===== config.mk =====
export PLATFORM = sky130hd
export DESIGN_NAME = acs_divider
export DESIGN_NICKNAME = d
export VERILOG_FILES = /design/src/rtl/core/accumulator_cpu_step_macros.svh /design/src/rtl/core/acs_pkg.sv /design/src/rtl/core/acs_divider.sv
export SDC_FILE = /design/constraint.sdc
export NUM_CORES = 1
export LEC_CHECK = 0
export BUFFER_PORTS_ARGS = -buffer_cell sky130_fd_sc_hd__buf_2
export CAP_MARGIN = 10
export CORE_UTILIZATION = 52
export DETAILED_ROUTE_END_ITERATION = 6
export PLACE_DENSITY_LB_ADDON = 0.05
export SLEW_MARGIN = 20
export SYNTH_ARGS = -nofsm -noshare
export SYNTH_HDL_FRONTEND = slang
export SYNTH_SLANG_ARGS = --single-unit

===== constraint.sdc =====
create_clock -name clk -period 2.95 [get_ports clk]
set_clock_uncertainty 0.2 [all_clocks]
set_input_delay 0.1475 -clock clk [delete_from_list [all_inputs] [get_ports clk]]
set_output_delay 0.1475 -clock clk [all_outputs]
set_load 0.05 [all_outputs]

===== src/rtl/core/accumulator_cpu_step_macros.svh =====
// Assertion macros for the accumulator step machine.
// Used by the top level only; no other dependencies.
`ifndef ACCUMULATOR_CPU_STEP_MACROS_SVH
`define ACCUMULATOR_CPU_STEP_MACROS_SVH
// Assert that an antecedent implies a consequent in the next cycle.
`define ACS_ASSERT_NEXT(label, ante, cons) \
  label: assert property (@(posedge clk) disable iff (!rst_n) (ante) |=> (cons)) \
    else $error("assertion failed");
// Assert that a condition holds whenever enabled.
`define ACS_ASSERT_SAME(label, ante, cons) \
  label: assert property (@(posedge clk) disable iff (!rst_n) (ante) |-> (cons)) \
    else $error("assertion failed");
`endif


===== src/rtl/core/acs_pkg.sv =====
// Package for the accumulator step machine: widths, opcodes, helpers.
// No dependencies.
`default_nettype none
package acs_pkg;
  localparam int MemBytes = 2048;
  localparam int AddrW = $clog2(MemBytes);
  localparam int PcW = 11;
  localparam int WordW = 16;

  typedef enum logic [3:0] {
    OP_EOC = 4'd0, OP_LOAD = 4'd1, OP_STORE = 4'd2, OP_READ = 4'd3,
    OP_WRITE = 4'd4, OP_ADD = 4'd5, OP_SUB = 4'd6, OP_MUL = 4'd7,
    OP_DIV = 4'd8, OP_MOD = 4'd9, OP_NEG = 4'd10, OP_NOP = 4'd11,
    OP_JUMP = 4'd12, OP_JNEG = 4'd13, OP_JZERO = 4'd14, OP_HALT = 4'd15
  } opcode_t;

  // divider handshake
  typedef struct packed {
    logic             start;
    logic [WordW-1:0] dividend;
    logic [WordW-1:0] divisor;
  } div_req_t;

  typedef struct packed {
    logic             done;
    logic [WordW-1:0] quot;
    logic [WordW-1:0] rem;
  } div_rsp_t;

  // byte address from a 12-bit value, wrapped to the memory size
  // (memory size is a power of two, so the low address bits are the wrap)
  function automatic logic [AddrW-1:0] wrap_addr(input logic [PcW:0] a);
    return a[AddrW-1:0];
  endfunction
endpackage
`default_nettype wire


===== src/rtl/core/acs_divider.sv =====
// Iterative signed divider, one quotient bit per cycle, truncating toward zero.
// Depends on acs_pkg.
`default_nettype none
module acs_divider import acs_pkg::*; (
  input  wire logic     clk,
  input  wire logic     rst_n,
  input  wire div_req_t req,
  output div_rsp_t      rsp
);
  // magnitude of the dividend is at most 2^15, divisor is unsigned 16 bits
  logic [WordW-1:0] q_r, q_nxt;
  logic [WordW:0]   rem_r, rem_nxt;
  logic [WordW-1:0] dvs_r;
  logic [4:0]       cnt_r, cnt_nxt;
  logic             busy_r, neg_r, done_r;
  logic [WordW:0]   trial;
  logic [WordW:0]   shifted;

  always_comb begin
    shifted = {rem_r[WordW-1:0], q_r[WordW-1]};
    trial   = shifted - {1'b0, dvs_r};
    q_nxt   = {q_r[WordW-2:0], ~trial[WordW]};
    rem_nxt = trial[WordW] ? shifted : trial;
    cnt_nxt = cnt_r - 5'd1;
  end

  always_ff @(posedge clk) begin
    if (!rst_n) begin
      busy_r <= 1'b0;
      done_r <= 1'b0;
      cnt_r  <= '0;
    end else begin
      done_r <= 1'b0;
      if (req.start) begin
        busy_r <= 1'b1;
        cnt_r  <= 5'(WordW);
        neg_r  <= req.dividend[WordW-1];
        q_r    <= req.dividend[WordW-1] ? (WordW)'(-req.dividend) : req.dividend;
        rem_r  <= '0;
        dvs_r  <= req.divisor;
      end else if (busy_r) begin
        q_r   <= q_nxt;
        rem_r <= rem_nxt;
        cnt_r <= cnt_nxt;
        if (cnt_r == 5'd1) begin
          busy_r <= 1'b0;
          done_r <= 1'b1;
        end
      end
    end
  end

  always_comb begin
    rsp.done = done_r;
    rsp.quot = neg_r ? (WordW)'(-q_r) : q_r;
    rsp.rem  = neg_r ? (WordW)'(-rem_r[WordW-1:0]) : rem_r[WordW-1:0];
  end
endmodule
`default_nettype wire


==> flow_summary.ini, run 1 <==
[timing]
report.final.slew_viol_count = 0
final-setup-viol-count = 3
hold-worst-slack_ns = 0.0376
finalHoldViolations = 0
period_minus_slack_ns = 3.04
max_slew.worst_pin.slew_ns = 0.766
worst_slew_margin_rel = 0.489
unrepaired_setup_endpoints_after_global_routing = yes
post-route-period-util = 1.03
fmaxAchievable_ghz = 0.329
final_critical_path_setup_slack_ns = -0.0920

[drt]
drt-vias-per-instance = 5.61
remaining_drc_errors = 0
drt_wl_total_um = 9910
dr_total_vias = 3514
detail_route.iter0.violations = 171
met1_length_um = 4560
routed_wl_met3_um = 345
drt_pass1_iterations = 4
antenna_violating_nets_post_route = 0
routed_wire_length_per_instance_um = 15.8
top_layer = met4
met2_length_um = 4870

[cells_and_area]
layout.cells.most_common = buf_2
drive_gt1_frac = 0.288
nets = 583
antenna-diode-count = 0
area.growth.synth_to_final_pct = 26.8
most_frequent_cells_in_the_layout = buf_2 (59), edfxtp_1 (49), buf_4 (46)
final_area_sq_um = 5170
utilization = 0.697

[synth]
count_of_different_cell_masters_after_synthesis = 62
synth_top_area_share = 0.361
ys_seq_area_frac = 0.395
syn_avg_cell_area_sq_um = 9.84
synth-seq-cells = 56
synth_edf_count = 49
netlist_instances = 414
synth_flop_cell = edfxtp_1
yosys-top-cells-area = edfxtp_1 (36%), xnor2_1 (7.3%), ha_1 (6.4%)
postSynthNetCount = 471
syn-cell-area_sq_um = 4080
yosys_warnings = 0
postSynth.asyncResetShare = 0
synth_top_cell_by_area = edfxtp_1

[run]
max_cap_viol_count = 0

[grt]
grt_first_pass_wirelength_um = 16000
first_global_vias = 3369
track_usage = 0.245
grt_start_max_net_pins = 33
globalRouteOverflowTotal = 0
grt_antenna_before_repair = 0

[floorplanning]
placeableCoreArea_sq_um = 7410
die_w_um = 90.5
initial_core_util = 0.550
die_height_um = 90.5
floorplan_die_area_sq_um = 8190
rows = 31
num_io_pins = 68

[critical_path]
critical_path.max_stage_delay_ns = 0.56
r2r_cells = 8
timing.critical_path.fanout_max = 3
worst-endpoint-arrival_ns = 2.69
worst_reg2reg_startpoint = rem_r[14]
crit_slowest_cell = or4_4
critPathLaunchType = flop
ff2ff_setup_slack_ns = 0.08
worstSetupPathType = reg -> out
required_ns = 2.60
timing.critical_path.cells = or4_4 > or3_4 > or3_4 > o41ai_4 > xnor2_1 > buf_4
worstSetupEndpointType = output pin
crit_top_cell = or3_4
timing.rr.end = rem_r[14]

[clocking]
cts_root_buffer = clkbuf_8
tritoncts_num_sinks = 56
clock_insertion_delay_worst_skew_ns = 0.31
cts.reportedPaths.clkPinSlew_ns = 0.10
clock_tree.htree_level_count = 2
cts_inserted_buffers = 5
cts_buffer_depth = 2
tritoncts = yes

[power_and_ir_drop]
sequentialPowerShare = 0.386
power_density_nw_per_um2 = 507
cellLeakagePower_nw = 2.09
intPower_w = 0.00158
power.clock.fraction = 0.158
switching_share = 0.398
largest_vdd_supply_drop_v = 0.000332
share_comb_of_total_power = 0.457
switching_power_w = 0.00104

[min_path]
worst_hold_path_type = in -> reg
min_path_cells = 1
end_point_of_the_most_critical_hold_path = neg_r
worstHoldStart = req[31]

[placement]
placed_cell_area_sq_um = 4690
numPortBuffers = 67
finalWeightedCongestion = 0.869
dpl.hpwl_um = 7070

[status]
outcome = complete, but fails checks
failed_checks = negative setup slack
[per-stage QoR]
step	setup TNS, ns	power [W]	std cells	setup WS [ns]
final	-0.178	0.00262	626	-0.0920
after global routing	-0.628	0.00276	626	-0.174
after CTS	-0.148	0.00260	625	-0.0650
after detailed placement	0	0.00214	594	0.000369
after global placement	0	0.00212	594	0.0822
after floorplan	0	0.00183	414	0.0209
[per-layer routing]
metal  vias to the layer above  track usage
li1                       1755            -
met1                      1661        0.322
met2                        87        0.418
met3                        11       0.0320
met4                         0       0.0739
met5                         -            0
[critical path: cells and delay by family, from the launching register on]
family | cells | cell delay, ns
compound gates | 1 | 0.24
flops | 1 | 0.40
xor+xnor | 1 | 0.17
simple gates | 3 | 1.34
buf+inv | 1 | 0.22
[repair_timing]
action,4_1_cts,5_1_grt
gates resized for setup,18,18
cloned,0,0
hold endpoints to repair,24,0
buffers inserted,5,1
endpoints found under the setup margin,7,23
hold buffers,18,0
pin swaps,5,4
[state kept, by name, summed over array words and instances, names as in the netlist]
name / cells
rem_r: 16
q_r: 16
neg_r: 1
done_r: 1
dvs_r: 16
cnt_r: 5
busy_r: 1
[power groups by stage]
| stage | registers, W | logic, W | clock network (W) |
|---|---|---|---|
| floorplan | 0.00102 | 0.000814 | 0 |
| global route | 0.00102 | 0.00129 | 0.000453 |
| finish | 0.00101 | 0.00120 | 0.000414 |
| CTS | 0.00101 | 0.00117 | 0.000423 |
| global placement | 0.00102 | 0.00110 | 0 |
| detailed placement | 0.00102 | 0.00111 | 0 |
[how the worst max path moves through the flow]
stage                           end      start  cells after the start  slack, ns
after global routing        rsp[13]   rem_r[5]                      6      -0.17
after floorplan           rem_r[11]  rem_r[10]                     10       0.02
after global placement    rem_r[15]    q_r[15]                     10       0.08
after CTS                   rsp[13]   rem_r[5]                      6      -0.07
final                       rsp[13]   rem_r[5]                      6      -0.09
after detailed placement  rem_r[14]    q_r[15]                     10     0.0004
[Yosys cell counts, types with 6 or more instances]
cell type / number
edfxtp_1: 49
nor2_1: 24
clkbuf_1: 13
inv_1: 27
nor3_1: 10
nand2b_1: 8
or4_1: 6
a21o_1: 6
a21oi_1: 24
dfxtp_1: 7
ha_1: 21
o211ai_1: 10
nor4_1: 6
xor2_1: 18
nand2_1: 36
o31ai_1: 12
o21ai_0: 22
xnor2_1: 34
[cells by family after synthesis]
kind of cell | synth area share
AO/OA/AOI/OAI | 0.216
AND/OR/NAND/NOR | 0.146
flip-flops | 0.395
XOR/XNOR | 0.112
buffers and inverters | 0.0491
adder cells (fa/ha/maj) | 0.0694
multiplexers | 0.0132
[cell type report]
class	instances	area, sq um
well taps	99	124
fillers	619	2240
repair buffers	124	832
multi-input cells	312	2420
flip-flops and latches	56	1610
clock inverters	1	3.75
clock buffers	7	76.3
inverters	27	101
Power figures use the tool's default switching activity.
==> run 2: changes to the inputs <==
==> constraint.sdc (replaced) <==
create_clock -name clk -period 2.95 [get_ports clk]
set_clock_uncertainty 0.2 [all_clocks]
set_input_delay 0.295 -clock clk [delete_from_list [all_inputs] [get_ports clk]]
set_output_delay 0.295 -clock clk [all_outputs]
set_load 0.05 [all_outputs]
==> flow_summary.ini, run 2 (synthesized netlist as in run 1, its figures left out) <==
[timing]
setup_total_negative_slack_ns = -0.911
worst_slew_margin_rel = 0.489
final_critical_path_setup_slack_ns = -0.213
fmaxAchievable_ghz = 0.316
max_slew.worst_pin.slew_ns = 0.765
post-route-period-util = 1.07
final-setup-viol-count = 8
finalHoldViolations = 0
period_minus_slack_ns = 3.16
unrepaired_setup_endpoints_after_global_routing = yes
report.final.slew_viol_count = 0

[grt]
track_usage = 0.251
grt_start_max_net_pins = 31
globalRouteOverflowTotal = 0
grt_antenna_before_repair = 0
first_global_vias = 3446
grt_first_pass_wirelength_um = 16500

[critical_path]
worstSetupEndpointType = output pin
ff2ff_setup_slack_ns = 0.09
timing.critical_path.fanout_max = 3
crit_slowest_cell = or4_4
worstSetupPathType = reg -> out
critical_path.max_stage_delay_ns = 0.55
worst-endpoint-arrival_ns = 2.67
critPathLaunchType = flop
crit_top_cell = or3_4
required_ns = 2.46
timing.critical_path.cells = or4_4 > or3_4 > or3_4 > o41ai_2 > buf_4 > xnor2_2 > buf_6

[power_and_ir_drop]
share_comb_of_total_power = 0.457
cellLeakagePower_nw = 2.20
power_density_nw_per_um2 = 514
switching_share = 0.386
intPower_w = 0.00170
power.clock.fraction = 0.178
switching_power_w = 0.00107
sequentialPowerShare = 0.365
largest_vdd_supply_drop_v = 0.000316

[floorplanning]
floorplan_die_area_sq_um = 8190
die_w_um = 90.5
placeableCoreArea_sq_um = 7410
initial_core_util = 0.550
die_height_um = 90.5
rows = 31
num_io_pins = 68

[drt]
top_layer = met4
drt_pass1_iterations = 4
remaining_drc_errors = 0
detail_route.iter0.violations = 168
drt-vias-per-instance = 5.69
routed_wl_met3_um = 486
met2_length_um = 5050
dr_total_vias = 3593
routed_wire_length_per_instance_um = 16.2
drt_wl_total_um = 10200
met1_length_um = 4510
antenna_violating_nets_post_route = 0

[clocking]
cts_inserted_buffers = 5
tritoncts = yes
tritoncts_num_sinks = 56
cts_root_buffer = clkbuf_8
clock_insertion_delay_worst_skew_ns = 0.31
clock_tree.htree_level_count = 2
cts.reportedPaths.clkPinSlew_ns = 0.10
cts_buffer_depth = 2

[placement]
finalWeightedCongestion = 0.892
dpl.hpwl_um = 7110
numPortBuffers = 67

[cells_and_area]
area.growth.synth_to_final_pct = 32.5
nets = 589
layout_top_registers = dvs_r (16), q_r (16), rem_r (16)
antenna-diode-count = 0
most_frequent_cells_in_the_layout = buf_2 (55), edfxtp_1 (49), buf_4 (49)
drive_gt1_frac = 0.336
utilization = 0.729
layout.cells.most_common = buf_2

[status]
failed_checks = negative setup slack
outcome = complete, but fails checks

[run]
max_cap_viol_count = 0

[min_path]
worst_hold_path_type = in -> reg
## run 2: worst paths after layout
path,startpoint,cells after the start,end
setup reg to reg,q_r[15],10,rem_r[15]
hold / removal,rst_n,2,cnt_r[4]
hold reg to reg,cnt_r[1],2,cnt_r[1]
setup / recovery,rem_r[6],7,rsp[13]
## run 2: worst max-delay path: cells and delay by family, from the launching register on
family	cells	cell delay [ns]
DFF	1	0.40
buffers and inverters	2	0.34
xor gates and xnor gates	1	0.10
and+or+nand+nor	3	1.30
AOI/OAI and AO/OA	1	0.21
## run 2: what timing repair did
item                                    4_1_cts  5_1_grt
endpoints found under the setup margin       11       25
endpoints found under the hold margin        16        0
pin swaps                                     5       10
hold buffers                                 16        0
buffers inserted                              3        6
resized for setup                            34       40
## run 2: routing by layer
layer  vias to the layer above  GRT usage
met5                         -          0
met4                         0     0.0766
met3                        16     0.0370
met2                       102      0.414
met1                      1705      0.339
li1                       1770          -
## run 2: final cells by class
class	instances	area [sq um]
Sequential cell	56	1610
Clock buffer	5	68.8
Inverter	27	104
Timing Repair Buffer	130	916
Tap cell	99	124
Clock inverter	3	37.5
Fill cell	553	2010
Multi-Input combinational cell	312	2540
## run 2: through the flow
| step | instance area [sq um] | hold WS, ns | power, W | cells | setup slack (ns) |
|---|---|---|---|---|---|
| finish | 5400 | 0.0863 | 0.00277 | 632 | -0.213 |
| global route | 5400 | 0.0925 | 0.00291 | 632 | -0.323 |
| CTS | 5180 | 0.0809 | 0.00271 | 626 | -0.215 |
| detailed placement | 4750 | 0.273 | 0.00215 | 599 | -0.0446 |
| global placement | 4750 | 0.271 | 0.00213 | 599 | 0.00715 |
| floorplan | 4100 | 0.194 | 0.00184 | 414 | 0.0209 |
## run 2: power groups by stage
stage                     registers [W]  clock network (W)  logic, W
final                           0.00101           0.000494   0.00127
after floorplan                 0.00102                  0  0.000819
after global routing            0.00102           0.000531   0.00136
after CTS                       0.00100           0.000506   0.00120
after detailed placement        0.00102                  0   0.00113
after global placement          0.00102                  0   0.00111
==> run 3: changes to the inputs <==
REMOVE_ABC_BUFFERS = 1   (was default)
==> flow_summary.ini, run 3 (synthesized netlist as in run 1, its figures left out) <==
[power_and_ir_drop]
power.clock.fraction = 0.192
largest_vdd_supply_drop_v = 0.000251
share_comb_of_total_power = 0.437
sequentialPowerShare = 0.370
cellLeakagePower_nw = 2.09
switching_share = 0.392
power_w = 0.00271
switching_power_w = 0.00106
power_density_nw_per_um2 = 528
intPower_w = 0.00165

[placement]
numPortBuffers = 67
dpl_worst_slack_ns = -0.137
dpl.hpwl_um = 7070
finalWeightedCongestion = 0.887

[cells_and_area]
layout.cells.most_common = buf_2
area.growth.synth_to_final_pct = 26.2
most_frequent_cells_in_the_layout = buf_2 (55), edfxtp_1 (49), buf_4 (48)
layout_top_registers = dvs_r (16), q_r (16), rem_r (16)
antenna-diode-count = 0
nets = 582
drive_gt1_frac = 0.287

[timing]
hold-worst-slack_ns = 0.0597
report.final.slew_viol_count = 0
fmaxAchievable_ghz = 0.314
finalHoldViolations = 0
period_minus_slack_ns = 3.19
worst_slew_margin_rel = 0.425
unrepaired_setup_endpoints_after_global_routing = yes
setup_total_negative_slack_ns = -1.00
final-setup-viol-count = 10
final_critical_path_setup_slack_ns = -0.238
max_slew.worst_pin.slew_ns = 0.863
post-route-period-util = 1.08

[grt]
grt_antenna_before_repair = 0
grt_first_pass_wirelength_um = 16600
first_global_vias = 3492
grt_start_max_net_pins = 40
track_usage = 0.250
globalRouteOverflowTotal = 0

[critical_path]
timing.critical_path.fanout_max = 3
worst-endpoint-arrival_ns = 2.69
critPathLaunchType = flop
required_ns = 2.46
worstSetupEndpointType = output pin
worstSetupPathType = reg -> out

[floorplanning]
floorplan_die_area_sq_um = 8190
placeableCoreArea_sq_um = 7410
num_io_pins = 68
initial_core_util = 0.550
die_height_um = 90.5
die_w_um = 90.5
rows = 31

[clocking]
clock_insertion_delay_worst_skew_ns = 0.32
cts_inserted_buffers = 5
tritoncts = yes
cts_buffer_depth = 2
clock_tree.htree_level_count = 2
tritoncts_num_sinks = 56
cts.reportedPaths.clkPinSlew_ns = 0.11
cts_root_buffer = clkbuf_8

[drt]
routed_wire_length_per_instance_um = 15.6
dr_total_vias = 3549
remaining_drc_errors = 0
drt_pass1_iterations = 4
drt-vias-per-instance = 5.68
drt_wl_total_um = 9760
detail_route.iter0.violations = 129
antenna_violating_nets_post_route = 0

[min_path]
worst_hold_path_type = in -> reg

[status]
failed_checks = negative setup slack
outcome = complete, but fails checks

[run]
max_cap_viol_count = 0
run 3: cell count changes in the layout (fill, tap and decap cells not counted), moves of 3 or more:
cell / delta
nand2_2: -3
o21ai_2: -3
nand2_1: +4
o31ai_1: +3
xnor2_2: -3
o21ai_0: +4
xnor2_1: +3
buf_6: -8
o31ai_4: -3
run 3: area by class of cell:
cell class / instances / area, sq um
clock buffer: 7 / 108
clock inverter: 1 / 8.76
fill: 634 / 2270
inverter: 27 / 101
multi-input combinational: 312 / 2360
sequential: 56 / 1610
tap: 99 / 124
timing repair buffer: 123 / 833
run 3: routing by layer:
layer	global-route usage	wire length, um
met4	0.0726	153
met1	0.336	4440
met2	0.419	4780
met3	0.0337	384
met5	0	0
run 3: worst max-delay path: stages (launching register included):
cell and delay (ns):
edfxtp_1 0.41, or4_4 0.56, or3_4 0.34, or3_4 0.42, o41ai_4 0.23, xnor2_1 0.18
buf_4 0.24
run 3: power groups by stage:
| stage | combinational (W) | clock, W | sequential [W] |
|---|---|---|---|
| after floorplan | 0.000764 | 0 | 0.00103 |
| after global placement | 0.00110 | 0 | 0.00102 |
| after detailed placement | 0.00112 | 0 | 0.00102 |
| after CTS | 0.00116 | 0.000534 | 0.00100 |
| after global routing | 0.00128 | 0.000559 | 0.00101 |
| final | 0.00119 | 0.000521 | 0.00100 |
run 3: path summary, 6_finish.rpt:
check	start	to	slack, ns	cells after the start
worst max-delay path	rem_r[6]	rsp[13]	-0.24	6
worst min-delay path	rst_n	cnt_r[4]	0.06	2
worst max register to register	rem_r[14]	rem_r[2]	0.11	8
worst min register to register	cnt_r[1]	cnt_r[1]	0.30	2
run 3: repair_timing:
action	CTS	global route
endpoints found under the setup margin	9	23
hold buffers	16	0
hold endpoints to repair	16	0
pin swaps	3	5
buffers inserted	2	2
gates resized for setup	18	14
run 3: metrics by stage:
step | cell area, sq um | std cells | utilization
after floorplan | 3980 | 395 | -
after global placement | 4710 | 597 | 0.635
after detailed placement | 4710 | 597 | 0.635
after CTS | 5070 | 623 | 0.685
after global routing | 5140 | 625 | 0.694
final | 5140 | 625 | 0.694
